===== src/rtl/haf_pkg.sv =====
// ----------------------------------------------------------------------------
// Haar feature evaluator package
// Shared types, codes, the diagonal slot table and the control program ROM.
// ----------------------------------------------------------------------------
package haf_pkg;

	localparam int MAX_ROWS_DEF   = 64;
	localparam int MAX_COLS_DEF   = 64;
	localparam int ENTRY_BITS_DEF = 24;

	// Coordinates and spans stay below 512, so ten bits always suffice.
	localparam int CRD_W  = 10;
	// Compare width that holds both a 7-bit register and the largest dimension.
	localparam int CMP_W  = 11;
	localparam int DIM_W  = 7;
	localparam int FEAT_W = 32;
	localparam int PC_W   = 4;
	localparam int CFG_IDX_W  = 3;
	localparam int CFG_DATA_W = 7;

	typedef enum logic [1:0] {
		CMD_WRITE   = 2'd0,
		CMD_NEXT    = 2'd1,
		CMD_RESTART = 2'd2
	} cmd_t;

	typedef enum logic [1:0] {
		FT_EDGE = 2'd0,
		FT_LINE = 2'd1,
		FT_DIAG = 2'd2
	} ftype_t;

	typedef enum logic [CFG_IDX_W-1:0] {
		REG_FEATURE_TYPE    = 3'd0,
		REG_SPLIT_AXIS      = 3'd1,
		REG_MAX_CELL_HEIGHT = 3'd2,
		REG_MAX_CELL_WIDTH  = 3'd3,
		REG_IMAGE_HEIGHT    = 3'd4,
		REG_IMAGE_WIDTH     = 3'd5
	} reg_idx_t;

	typedef struct packed {
		logic [1:0]       feature_type;
		logic             split_axis;
		logic [DIM_W-1:0] max_cell_height;
		logic [DIM_W-1:0] max_cell_width;
		logic [DIM_W-1:0] image_height;
		logic [DIM_W-1:0] image_width;
	} cfg_t;

	typedef enum logic [2:0] {
		OP_DISPATCH = 3'd0,
		OP_NOP      = 3'd1,
		OP_SEEK     = 3'd2,
		OP_SUM_INIT = 3'd3,
		OP_SUM_TERM = 3'd4,
		OP_EMIT     = 3'd5,
		OP_EXHAUST  = 3'd6
	} op_t;

	typedef enum logic [2:0] {
		CND_NONE       = 3'd0,
		CND_CMD_NEXT   = 3'd1,
		CND_FINISHED   = 3'd2,
		CND_SEEK_BUSY  = 3'd3,
		CND_SEEK_FAIL  = 3'd4,
		CND_TERMS_LEFT = 3'd5,
		CND_OUT_BUSY   = 3'd6
	} cond_t;

	typedef struct packed {
		op_t             op;
		cond_t           cond;
		logic [PC_W-1:0] target;
		logic            ret;
	} uword_t;

	typedef struct packed {
		logic cmd_next;
		logic finished;
		logic seek_busy;
		logic seek_fail;
		logic terms_left;
		logic out_busy;
	} status_t;

	localparam logic [PC_W-1:0] ST_DISPATCH  = 4'd0;
	localparam logic [PC_W-1:0] ST_CHECK     = 4'd1;
	localparam logic [PC_W-1:0] ST_SEEK      = 4'd2;
	localparam logic [PC_W-1:0] ST_SEEK_CHK  = 4'd3;
	localparam logic [PC_W-1:0] ST_SUM_INIT  = 4'd4;
	localparam logic [PC_W-1:0] ST_SUM       = 4'd5;
	localparam logic [PC_W-1:0] ST_DRAIN0    = 4'd6;
	localparam logic [PC_W-1:0] ST_DRAIN1    = 4'd7;
	localparam logic [PC_W-1:0] ST_SEEK_NEXT = 4'd8;
	localparam logic [PC_W-1:0] ST_EMIT      = 4'd9;
	localparam logic [PC_W-1:0] ST_EXHAUST   = 4'd10;

	// Unit slots (row, col) of the four diagonal rectangles.
	localparam logic DIAG_SLOT [0:7] = '{1'b0, 1'b0, 1'b0, 1'b1, 1'b1, 1'b1, 1'b1, 1'b0};

	function automatic uword_t mk(input op_t op, input cond_t cond,
			input logic [PC_W-1:0] target, input logic ret);
		uword_t w;
		w.op     = op;
		w.cond   = cond;
		w.target = target;
		w.ret    = ret;
		return w;
	endfunction

	// Control program. A step jumps to its target when its condition holds,
	// otherwise it moves on, or returns to dispatch when ret is set.
	function automatic uword_t ucode(input logic [PC_W-1:0] pc);
		uword_t w;
		unique case (pc)
			ST_DISPATCH:  w = mk(OP_DISPATCH, CND_CMD_NEXT, ST_CHECK, 1'b1);
			ST_CHECK:     w = mk(OP_NOP, CND_FINISHED, ST_EXHAUST, 1'b0);
			ST_SEEK:      w = mk(OP_SEEK, CND_SEEK_BUSY, ST_SEEK, 1'b0);
			ST_SEEK_CHK:  w = mk(OP_NOP, CND_SEEK_FAIL, ST_EXHAUST, 1'b0);
			ST_SUM_INIT:  w = mk(OP_SUM_INIT, CND_NONE, ST_DISPATCH, 1'b0);
			ST_SUM:       w = mk(OP_SUM_TERM, CND_TERMS_LEFT, ST_SUM, 1'b0);
			ST_DRAIN0:    w = mk(OP_NOP, CND_NONE, ST_DISPATCH, 1'b0);
			ST_DRAIN1:    w = mk(OP_NOP, CND_NONE, ST_DISPATCH, 1'b0);
			ST_SEEK_NEXT: w = mk(OP_SEEK, CND_SEEK_BUSY, ST_SEEK_NEXT, 1'b0);
			ST_EMIT:      w = mk(OP_EMIT, CND_OUT_BUSY, ST_EMIT, 1'b1);
			ST_EXHAUST:   w = mk(OP_EXHAUST, CND_OUT_BUSY, ST_EXHAUST, 1'b1);
			default:      w = mk(OP_NOP, CND_NONE, ST_DISPATCH, 1'b1);
		endcase
		return w;
	endfunction

endpackage


===== src/rtl/haf_sequencer.sv =====
// ----------------------------------------------------------------------------
// Haar feature evaluator sequencer
// Step counter over the control ROM with conditional jumps on datapath status.
// ----------------------------------------------------------------------------
module haf_sequencer (
	input  logic             clk,
	input  logic             arst_n,
	input  haf_pkg::status_t status,
	output haf_pkg::uword_t  uw
);

	logic [haf_pkg::PC_W-1:0] pc_q;
	logic [haf_pkg::PC_W-1:0] pc_next;
	logic                     take;

	assign uw = haf_pkg::ucode(pc_q);

	always_comb begin
		unique case (uw.cond)
			haf_pkg::CND_CMD_NEXT:   take = status.cmd_next;
			haf_pkg::CND_FINISHED:   take = status.finished;
			haf_pkg::CND_SEEK_BUSY:  take = status.seek_busy;
			haf_pkg::CND_SEEK_FAIL:  take = status.seek_fail;
			haf_pkg::CND_TERMS_LEFT: take = status.terms_left;
			haf_pkg::CND_OUT_BUSY:   take = status.out_busy;
			default:                 take = 1'b0;
		endcase
		priority if (take) begin
			pc_next = uw.target;
		end else if (uw.ret) begin
			pc_next = haf_pkg::ST_DISPATCH;
		end else begin
			pc_next = pc_q + haf_pkg::PC_W'(1);
		end
	end

	always_ff @(posedge clk or negedge arst_n) begin
		if (!arst_n) begin
			pc_q <= haf_pkg::ST_DISPATCH;
		end else begin
			pc_q <= pc_next;
		end
	end

endmodule


===== config.mk =====
export PLATFORM = sky130hd
export DESIGN_NAME = haf_sequencer
export DESIGN_NICKNAME = d
export VERILOG_FILES = /design/src/rtl/haf_pkg.sv /design/src/rtl/haf_sequencer.sv
export SDC_FILE = /design/constraint.sdc
export NUM_CORES = 1
export LEC_CHECK = 0
export ABC_AREA = 1
export BUFFER_PORTS_ARGS = -buffer_cell sky130_fd_sc_hd__buf_2
export CORE_ASPECT_RATIO = 1.5
export CORE_MARGIN = 3
export CORE_UTILIZATION = 30
export CTS_CLUSTER_SIZE = 8
export DETAILED_ROUTE_END_ITERATION = 10
export SETUP_SLACK_MARGIN = 0.4
export SYNTH_ARGS = -nofsm -noshare
export SYNTH_HDL_FRONTEND = slang
export SYNTH_SLANG_ARGS = --single-unit

===== constraint.sdc =====
create_clock -name clk -period 2.5 [get_ports clk]
set_input_delay 0.25 -clock clk [delete_from_list [all_inputs] [get_ports clk]]
set_output_delay 0.25 -clock clk [all_outputs]
set_load 0.005 [all_outputs]

==> results of run 1 <==
-- final timing paths --
kind | from | endpoint | cells after the start
setup / recovery | pc_q[0]$_DFF_PN0_ | uw[2] | 5
hold / removal | arst_n | pc_q[1]$_DFF_PN0_ | 2
setup reg to reg | pc_q[0]$_DFF_PN0_ | pc_q[1]$_DFF_PN0_ | 10
hold reg to reg | pc_q[0]$_DFF_PN0_ | pc_q[0]$_DFF_PN0_ | 3
max in group asynchronous | arst_n | pc_q[3]$_DFF_PN0_ | 2
min in group clk | status[4] | pc_q[2]$_DFF_PN0_ | 7
-- routing by layer --
| layer | vias up | GRT usage [%] | share of wire [%] |
|---|---|---|---|
| met5 | - | 0 | 0 |
| met4 | 0 | 8.00 | 2.7 |
| met3 | 6 | 1.78 | 6.5 |
| met2 | 33 | 24.0 | 49 |
| met1 | 258 | 13.3 | 41 |
| li1 | 315 | - | - |
-- synthesized netlist by cell type, drive strengths merged --
cell and count:
ha 7, nor2 6, dfrtp 4, clkinv 1, buf 1, a21oi 3, a21boi 2, o22ai 1
nand3 17, o21ai 2, nand2 28, inv 14
-- timing repair --
action	4_1_cts	5_1_grt
hold buffers	1	0
endpoints found under the hold margin	4	0
buffers inserted	0	0
-- cell type report --
cell class / count / area (um^2) / area share [%]
clock buffers: 3 / 22.5 / 3.07
inverters: 15 / 56.3 / 7.67
multi-input cells: 66 / 429 / 58.4
flip-flops and latches: 4 / 100 / 13.6
well taps: 21 / 26.3 / 3.58
repair buffers: 19 / 100 / 13.6
-- cells by family after synthesis --
family / Yosys count / synth area share [%]
AO/OA/AOI/OAI: 8 / 9.01
adder cells (fa/ha/maj): 7 / 14.7
flip-flops: 4 / 16.8
AND/OR/NAND/NOR: 51 / 48.2
buffers and inverters: 16 / 11.3
-- power by group through the flow --
stage,sequential [mW],combinational (mW),clock (mW)
floorplan,0.115,0.669,0
global placement,0.137,0.878,0
detailed placement,0.139,0.880,0
CTS,0.138,0.884,0.0819
global route,0.143,0.977,0.0894
finish,0.138,0.879,0.0766
-- per-stage QoR --
step | power [mW] | util (%)
floorplan | 0.784 | -
global placement | 1.02 | 37.9
detailed placement | 1.02 | 37.9
CTS | 1.10 | 39.6
global route | 1.21 | 39.6
finish | 1.09 | 39.6
-- placed cells by master (no fill, tap or decap), drive strengths merged --
cell type / n
a21boi: 2
a21oi: 3
buf: 18
clkbuf: 3
clkinv: 1
dfrtp: 4
dlygate4sd3: 1
ha: 7
inv: 14
nand2: 28
nand3: 17
nor2: 6
o21ai: 2
o22ai: 1
-- critical path, cell delays in order, from the launching register on --
cell and delay [ns]:
dfrtp_1 0.43, inv_1 0.15, ha_1 0.21, nand2_1 0.08, o22ai_1 0.29, buf_2 0.18
==> summary.md, run 1 <==
| Metric | Value |
|---|---|
| Status | complete, no violations |
| Layout Cell Area excl Fill | 734 um^2 |
| Mapped Nets | 101 |
| Drt pass-1 iters | 4 |
| Post-cts sizing count | 0 |
| Fillers | 209 |
| # setup viols final | 0 |
| Initial antenna violation count | 0 |
| PwrDens | 1490 nW/um^2 |
| Peak fanout along the critical path | 6 |
| RSZ-0062 raised after global routing | no |
| Synth Warn # | 0 |
| Peak supply drop | 0.649 mV |
| Cell Rows | 19 |
| Switching Share | 55.8% |
| TNS Setup | 0 ns |
| Final ANT Viol Nets | 0 |
| CP Capture Type | primary output |
| Clk slew on worst S/H paths | 0.04 ns |
| CP Launch Type | flip-flop |
| Crit path DAT | 1.58 ns |
| Vias in the first global route | 612 |
| Die height | 60.6 um |
| Final Skew | 0.000784 ns |
| Seq cells post-synth | 4 |
| Largest cells by area after synthesis | dfrtp_1, ha_1, nand2_1 |
| Largest register FFs | 4 |
| HPWL after DPL | 1280 um |
| Synthesized area per cell | 6.94 um^2 |
| Pint | 483 uW |
| First-pass GRT wire length | 2510 um |
| Routability cong. | 0.831 |
| CTS max path bufs | 2 |
| CTS Root Buffer Type | clkbuf_4 |
| Post-Place Worst Slack | 0.767 ns |
| Total gr overflow | 0 |
| Total track usage | 12.8% |
| Starting Density | 32.2% |
| Die Footprint | 2570 um^2 |
| Reg-to-reg setup timing slack | 0.76 ns |
| Max Clock Freq | 547 MHz |
| Flop pwr share | 12.6% |
| P_leak | 0.437 nW |
| DRT Wirelength | 1500 um |
| Worst Slack Setup Final | 0.673 ns |
| Worst-Skew Late Latency | 0.23 ns |
| Type of the worst setup path | flip-flop to primary output |
| Max_cap viols | 0 |
| Hold Crit Class | input port to async pin |
| Seq/Total Area, Yosys | 16.8% |
| Post-Syn Area | 597 um^2 |
| Worst Path Required | 2.25 ns |
| Largest net degree at the start of global routing | 9 |
| PortBufs | 18 |
| Yosys top cell by area | dfrtp_1 |
| # diodes | 0 |
| Via-per-instance ratio | 4.78 |
| Synth cell types | 20 |
| Final Cycle Share | 73.1% |
| Hold Vio Cnt, Final | 0 |
| # nets final | 124 |
| Net load switching power | 610 uW |
| Logic gate share of total power | 80.4% |
| Worst-Margin Slew | 0.406 ns |
| Htree depth | 1 |
| Hold slack | 0.354 ns |
| Initial DRC count | 13 |
| Syn-to-layout area delta | 23.1% |
| Relative slew slack | 72.9% |
| Fin cells | 128 |
| Synth top area share | 16.8% |
| Most flop-heavy register | pc_q |
| DP Area | 702 um^2 |
| Die X | 42.4 um |
| Tmin final | 1.83 ns |
| Mapped Cells | 86 |
| CTS tree | built |
| CTS Sinks | 4 |
| Remaining DRCs | 0 |
| Routed wire per std cell | 11.7 um |
| I/O pins | 19 |
| Layout cells sized above 1 | 35.5% |
| Clock power frac | 7.0% |
| Biggest regs | pc_q (4) |
| Dpl cells | 124 |
| Via count | 612 |
| Slew Limit Fails | 0 |
| CTS Buf Count | 3 |
| Area of the core | 1850 um^2 |
(Power assumes the default switching activity.)
==> inputs of run 2 (changes only) <==
Clock period 2.5 ns to 1.6 ns, I/O delays scaled along.
==> summary.md, run 2 (synthesized netlist as in run 1, its figures left out) <==
| Metric | Value |
|---|---|
| Total gr overflow | 0 (unchanged) |
| First-pass GRT wire length | 3070 um (+22%) |
| Worst-Margin Slew | 0.238 ns (-0.168 ns) |
| Hold Crit Class | input port to async pin |
| Via-per-instance ratio | 4.72 (-1.3%) |
| Reg2reg end | pc_q[3]$_DFF_PN0_ |
| CTS Root Buffer Type | clkbuf_4 |
| Max_cap viols | 0 (unchanged) |
| Drt pass-1 iters | 4 (unchanged) |
| RR Startpoint | pc_q[0]$_DFF_PN0_ |
| P_leak | 0.588 nW (+35%) |
| Final ANT Viol Nets | 0 (unchanged) |
| # diodes | 0 (unchanged) |
| Remaining DRCs | 0 (unchanged) |
| DRT Wirelength | 2060 um (+37%) |
| Die height | 60.6 um (unchanged) |
| # setup viols final | 6 (+6) |
| Most frequent cells in the layout | buf_2, buf_4, nand2_1 |
| Worst Path Required | 1.73 ns (-0.52 ns) |
| CTS tree | built |
| HPWL after DPL | 1400 um (+8.8%) |
| Die Footprint | 2570 um^2 (unchanged) |
| Syn-to-layout area delta | 100% |
| Worst-Skew Late Latency | 0.24 ns (about the same) |
| Via count | 708 (+16%) |
| Final Cycle Share | 103% |
| CTS Buf Count | 3 (unchanged) |
| CP Capture Type | flip-flop |
| Fin cells | 150 (+17%) |
| Starting Density | 32.2% (unchanged) |
| Crit path from | pc_q[0]$_DFF_PN0_ |
| Largest register FFs | 4 (unchanged) |
| I/O pins | 19 (unchanged) |
| Peak supply drop | 1.27 mV (+96%) |
| Hold Vio Cnt, Final | 0 (unchanged) |
| Largest net degree at the start of global routing | 7 (-2) |
| Status | finished with violations |
| RSZ-0062 raised after global routing | yes |
| Cell Rows | 19 (unchanged) |
| CP Launch Type | flip-flop |
| Reg2reg path depth | 8 (-2) |
| Layout cells sized above 1 | 74.4% (+39 points) |
| Vias in the first global route | 713 (+17%) |
| CTS max path bufs | 2 (unchanged) |
| PwrDens | 2350 nW/um^2 (+58%) |
| Clk slew on worst S/H paths | 0.04 ns (about the same) |
| Initial antenna violation count | 0 (unchanged) |
| Type of the worst setup path | flip-flop to flip-flop |
| Htree depth | 1 (unchanged) |
| PortBufs | 18 (unchanged) |
| Biggest regs | pc_q (4) |
| Peak fanout along the critical path | 5 (-1) |
| Relative slew slack | 84.1% (+11 points) |
| Final Skew | 0.00905 ns (+0.00827 ns) |
| Max Clock Freq | 606 MHz |
| Setup crit end | pc_q[3]$_DFF_PN0_ |
| # nets final | 146 (+18%) |
| Slew Limit Fails | 0 (unchanged) |
| Routed wire per std cell | 13.7 um (+17%) |
| Dpl cells | 134 (+8.1%) |
| Failing checks | negative setup slack |
| Reg-to-reg setup timing slack | -0.05 ns (-0.81 ns) |
| Worst Slack Setup Final | -0.0502 ns (-0.723 ns) |
| Die X | 42.4 um (unchanged) |
| CTS Sinks | 4 (unchanged) |
| Initial DRC count | 6 (-7) |
| Routability cong. | 0.859 (+3.4%) |
| Total track usage | 15.8% (+3.0 points) |
| Hold slack | 0.254 ns (-0.100 ns) |
| Tmin final | 1.65 ns |
| Area of the core | 1850 um^2 (unchanged) |
| Most flop-heavy register | pc_q |
| Fillers | 146 (-30%) |
| Crit path DAT | 1.78 ns (+0.20 ns) |
## run 2: layer usage
metal / up-vias / global-route usage [%] / share of wire (%)
met4: 0 / 7.11 / 2.7
met1: 323 / 14.2 / 34
met3: 4 / 3.86 / 4.3
met2: 23 / 32.7 / 59
met5: - / 0 / 0
li1: 358 / - / -
## run 2: how the worst min path moves through the flow
stage            from           endpoint  cells after the start
6_report       arst_n  pc_q[2]$_DFF_PN0_                      2
4_1_cts        arst_n  pc_q[2]$_DFF_PN0_                      2
3_3_place_gp   arst_n  pc_q[1]$_DFF_PN0_                      1
2_1_floorplan  arst_n  pc_q[0]$_DFF_PN0_                      0
5_1_grt        arst_n  pc_q[2]$_DFF_PN0_                      2
3_5_place_dp   arst_n  pc_q[1]$_DFF_PN0_                      1
## run 2: worst max-delay path: stages (launching register included)
cell,delay (ns)
dfrtp_2,0.45
clkinv_4,0.12
ha_4,0.33
nand3_4,0.09
nand3_4,0.09
a21boi_4,0.20
nand2_4,0.10
nand3_1,0.10
nand2_1,0.07
## run 2: what timing repair did
item,4_1_cts,5_1_grt
hold endpoints to repair,4,0
endpoints found under the setup margin,15,15
gates resized for setup,34,20
buffers inserted,5,7
pin swaps,14,14
hold buffers,1,0
## run 2: layout make-up
cell class | count | area (um^2) | area share (%)
Multi-Input combinational cell | 66 | 671 | 56.2
Timing Repair Buffer | 41 | 300 | 25.2
Sequential cell | 4 | 105 | 8.81
Inverter | 15 | 68.8 | 5.77
Tap cell | 21 | 26.3 | 2.20
Clock buffer | 3 | 22.5 | 1.89
## run 2: report_power, final
part           leakage [nW]  switching [mW]  internal, mW
clock network        0.0138          0.0450        0.0842
logic                 0.528            1.28          1.15
registers            0.0464          0.0899         0.153
## run 2: through the flow
step | util, % | power, mW | TNS, ns | instance area (um^2) | worst slack [ns]
finish | 64.4 | 2.80 | -0.165 | 1190 | -0.0502
detailed placement | 45.2 | 1.90 | -0.105 | 838 | -0.0325
CTS | 57.2 | 2.47 | -0.0705 | 1060 | -0.0204
global route | 64.4 | 3.03 | -0.831 | 1190 | -0.127
floorplan | - | 1.40 | 0 | 658 | 0.129
global placement | 45.2 | 1.87 | 0 | 838 | 0.0174
==> inputs of run 3 (changes only) <==
Settings changed: CORE_ASPECT_RATIO 1.5 to unset, CORE_UTILIZATION 30 to 44, PLACE_DENSITY set to 0.73.
==> summary.md, run 3 (synthesized netlist as in run 1, its figures left out) <==
| Metric | Value |
|---|---|
| Clk slew on worst S/H paths | 0.04 ns (about the same) |
| RSZ-0062 raised after global routing | yes |
| Cell Rows | 12 (-7) |
| HPWL after DPL | 1340 um (-4.4%) |
| Worst-Margin Slew | 0.235 ns (-0.00278 ns) |
| DP Area | 792 um^2 (-5.5%) |
| Drt pass-1 iters | 4 (unchanged) |
| Routed wire per std cell | 19.2 um (+40%) |
| CTS Buf Count | 3 (unchanged) |
| Peak supply drop | 1.97 mV (+55%) |
| Fillers | 53 (-64%) |
| Failing checks | negative setup slack |
| Layout Cell Area excl Fill | 1080 um^2 (-9.3%) |
| Logic gate share of total power | 86.0% (-0.7 points) |
| GRT met2 Usage | 38.6% (+5.9 points) |
| # nets final | 137 (-6.2%) |
| Final Skew | 0.00514 ns (-0.00391 ns) |
| I/O pins | 19 (unchanged) |
| Worst Path Required | 1.44 ns (-0.29 ns) |
| Slowest cell on crit path | dfrtp_2 |
| Hold Vio Cnt, Final | 0 (unchanged) |
| Flop pwr share | 9.3% (+0.6 points) |
| Met1 Use GR | 29.9% (+16 points) |
| CTS tree | built |
| Final ANT Viol Nets | 0 (unchanged) |
| Starting Density | 50.3% (+18 points) |
| Worst Slack Setup Final | -0.113 ns (-0.0633 ns) |
| Met3 global-route usage | 4.24% (+0.38 points) |
| CP peak stage delay | 0.49 ns (+0.04 ns) |
| Status | finished with violations |
| CP Launch Type | flip-flop |
| Pint | 1.31 mW (-5.6%) |
| Vias in the first global route | 700 (-1.8%) |
| CP Capture Type | primary output |
| Most Frequent Cell on Critical Path | buf_4 |
| Die X | 42.8 um (+0.97%) |
| # setup viols final | 9 (+3) |
| DRT Wirelength | 2570 um (+25%) |
| Top Usage Layer GRT | met2 |
| Remaining DRCs | 0 (unchanged) |
| Crit path DAT | 1.55 ns (-0.23 ns) |
| Switching Share | 53.9% (+3.3 points) |
| Reg2reg path depth | 10 (+2) |
| CTS max path bufs | 2 (unchanged) |
| Routability cong. | 0.862 (+0.34%) |
| Htree depth | 1 (unchanged) |
| Net load switching power | 1.53 mW (+7.9%) |
| Final core utilization | 91.2% (+27 points) |
| Largest register FFs | 4 (unchanged) |
| Area of the core | 1190 um^2 (-36%) |
| Layout cells sized above 1 | 72.5% (-1.9 points) |
| RR Startpoint | pc_q[0]$_DFF_PN0_ |
| Via count | 764 (+7.9%) |
| Syn-to-layout area delta | 81.3% |
| Largest net degree at the start of global routing | 8 (+1) |
| Worst-Skew Late Latency | 0.24 ns (about the same) |
| Slew Limit Fails | 0 (unchanged) |
| Total gr overflow | 0 (unchanged) |
| Hold slack | 0.276 ns (+0.0221 ns) |
| Commonest non-fill, non-tap cell in the layout | buf_2 |
| Die Footprint | 1830 um^2 (-29%) |
| PortBufs | 18 (unchanged) |
| Reg-to-reg setup timing slack | -0.10 ns (-0.05 ns) |
| First-pass GRT wire length | 3250 um (+5.8%) |
| CTS Sinks | 4 (unchanged) |
| PwrDens | 2620 nW/um^2 (+12%) |
| Hold Crit Class | input port to async pin |
| Final Cycle Share | 107% (+4.0 points) |
| Die height | 42.8 um (-29%) |
| Most flop-heavy register | pc_q |
| Via-per-instance ratio | 5.70 (+21%) |
| Most frequent cells in the layout | buf_2, buf_4, nand2_1 |
| Peak fanout along the critical path | 6 (+1) |
| Max_cap viols | 0 (unchanged) |
| Biggest regs | pc_q (4) |
| Initial DRC count | 39 (+33) |
| Reg2reg end | pc_q[3]$_DFF_PN0_ |
| Tmin final | 1.71 ns (+0.0633 ns) |
| Initial antenna violation count | 0 (unchanged) |
| TNS Setup | -0.716 ns (-0.551 ns) |
| Clock power frac | 4.6% (about the same) |
| Type of the worst setup path | flip-flop to primary output |
| Worst path cell trace | ha_4, buf_4, nand2_1, nand3_4, buf_4, buf_6 |
| Total track usage | 23.3% (+7.5 points) |
| # diodes | 0 (unchanged) |
| CTS Root Buffer Type | clkbuf_4 |
| Max Clock Freq | 584 MHz (-3.7%) |
| Relative slew slack | 84.3% (+0.20 points) |
| P_leak | 0.538 nW (-8.5%) |
## run 3: cell type report
class	instances	area, um^2	share of cell area, %
Timing Repair Buffer	32	216	20.0
Multi-Input combinational cell	66	657	60.7
Clock buffer	3	22.5	2.08
Inverter	15	63.8	5.90
Tap cell	14	17.5	1.62
Sequential cell	4	105	9.71
## run 3: worst max path at each step
| stage | startpoint | cells after the start | end |
|---|---|---|---|
| after floorplan | pc_q[0]$_DFF_PN0_ | 10 | pc_q[3]$_DFF_PN0_ |
| after global placement | pc_q[0]$_DFF_PN0_ | 10 | pc_q[0]$_DFF_PN0_ |
| after detailed placement | pc_q[0]$_DFF_PN0_ | 10 | pc_q[1]$_DFF_PN0_ |
| after CTS | pc_q[0]$_DFF_PN0_ | 7 | uw[5] |
| after global routing | pc_q[0]$_DFF_PN0_ | 11 | pc_q[0]$_DFF_PN0_ |
| final | pc_q[0]$_DFF_PN0_ | 6 | uw[7] |
## run 3: timing repair
| action | in CTS | in global routing |
|---|---|---|
| hold buffers | 1 | 0 |
| hold endpoints to repair | 4 | 0 |
| setup endpoints to repair | 15 | 15 |
| pin swaps | 9 | 15 |
| setup buffers | 4 | 4 |
| gates resized for setup | 33 | 13 |
## run 3: power by group through the flow
stage                     logic, mW  clock network [mW]  registers (mW)
final                          2.44               0.132           0.264
after global routing           2.59               0.140           0.266
after CTS                      2.03               0.131           0.251
after detailed placement       1.63                   0           0.217
after global placement         1.61                   0           0.213
after floorplan                1.22                   0           0.184
## run 3: critical path, delay by kind of cell, from the launching register on
kind,cells,cell delay [ns]
DFF,1,0.49
buffers and inverters,3,0.38
and+or+nand+nor,2,0.24
adders and majority gates,1,0.21
## run 3: metrics by stage
| step | setup slack, ns | instances | power [mW] |
|---|---|---|---|
| 6_report | -0.113 | 134 | 2.83 |
| 5_1_grt | -0.175 | 134 | 2.99 |
| 4_1_cts | -0.0280 | 130 | 2.41 |
| 3_5_place_dp | -0.0489 | 122 | 1.85 |
| 3_3_place_gp | -0.0220 | 122 | 1.82 |
| 2_1_floorplan | 0.129 | 86 | 1.40 |
## run 3: layer usage
layer | vias up | part of all wire, % | wire (um)
met4 | 0 | 2.1 | 53
met5 | - | 0 | 0
met2 | 38 | 50 | 1280
met1 | 374 | 44 | 1120
li1 | 344 | - | -
met3 | 8 | 4.8 | 123
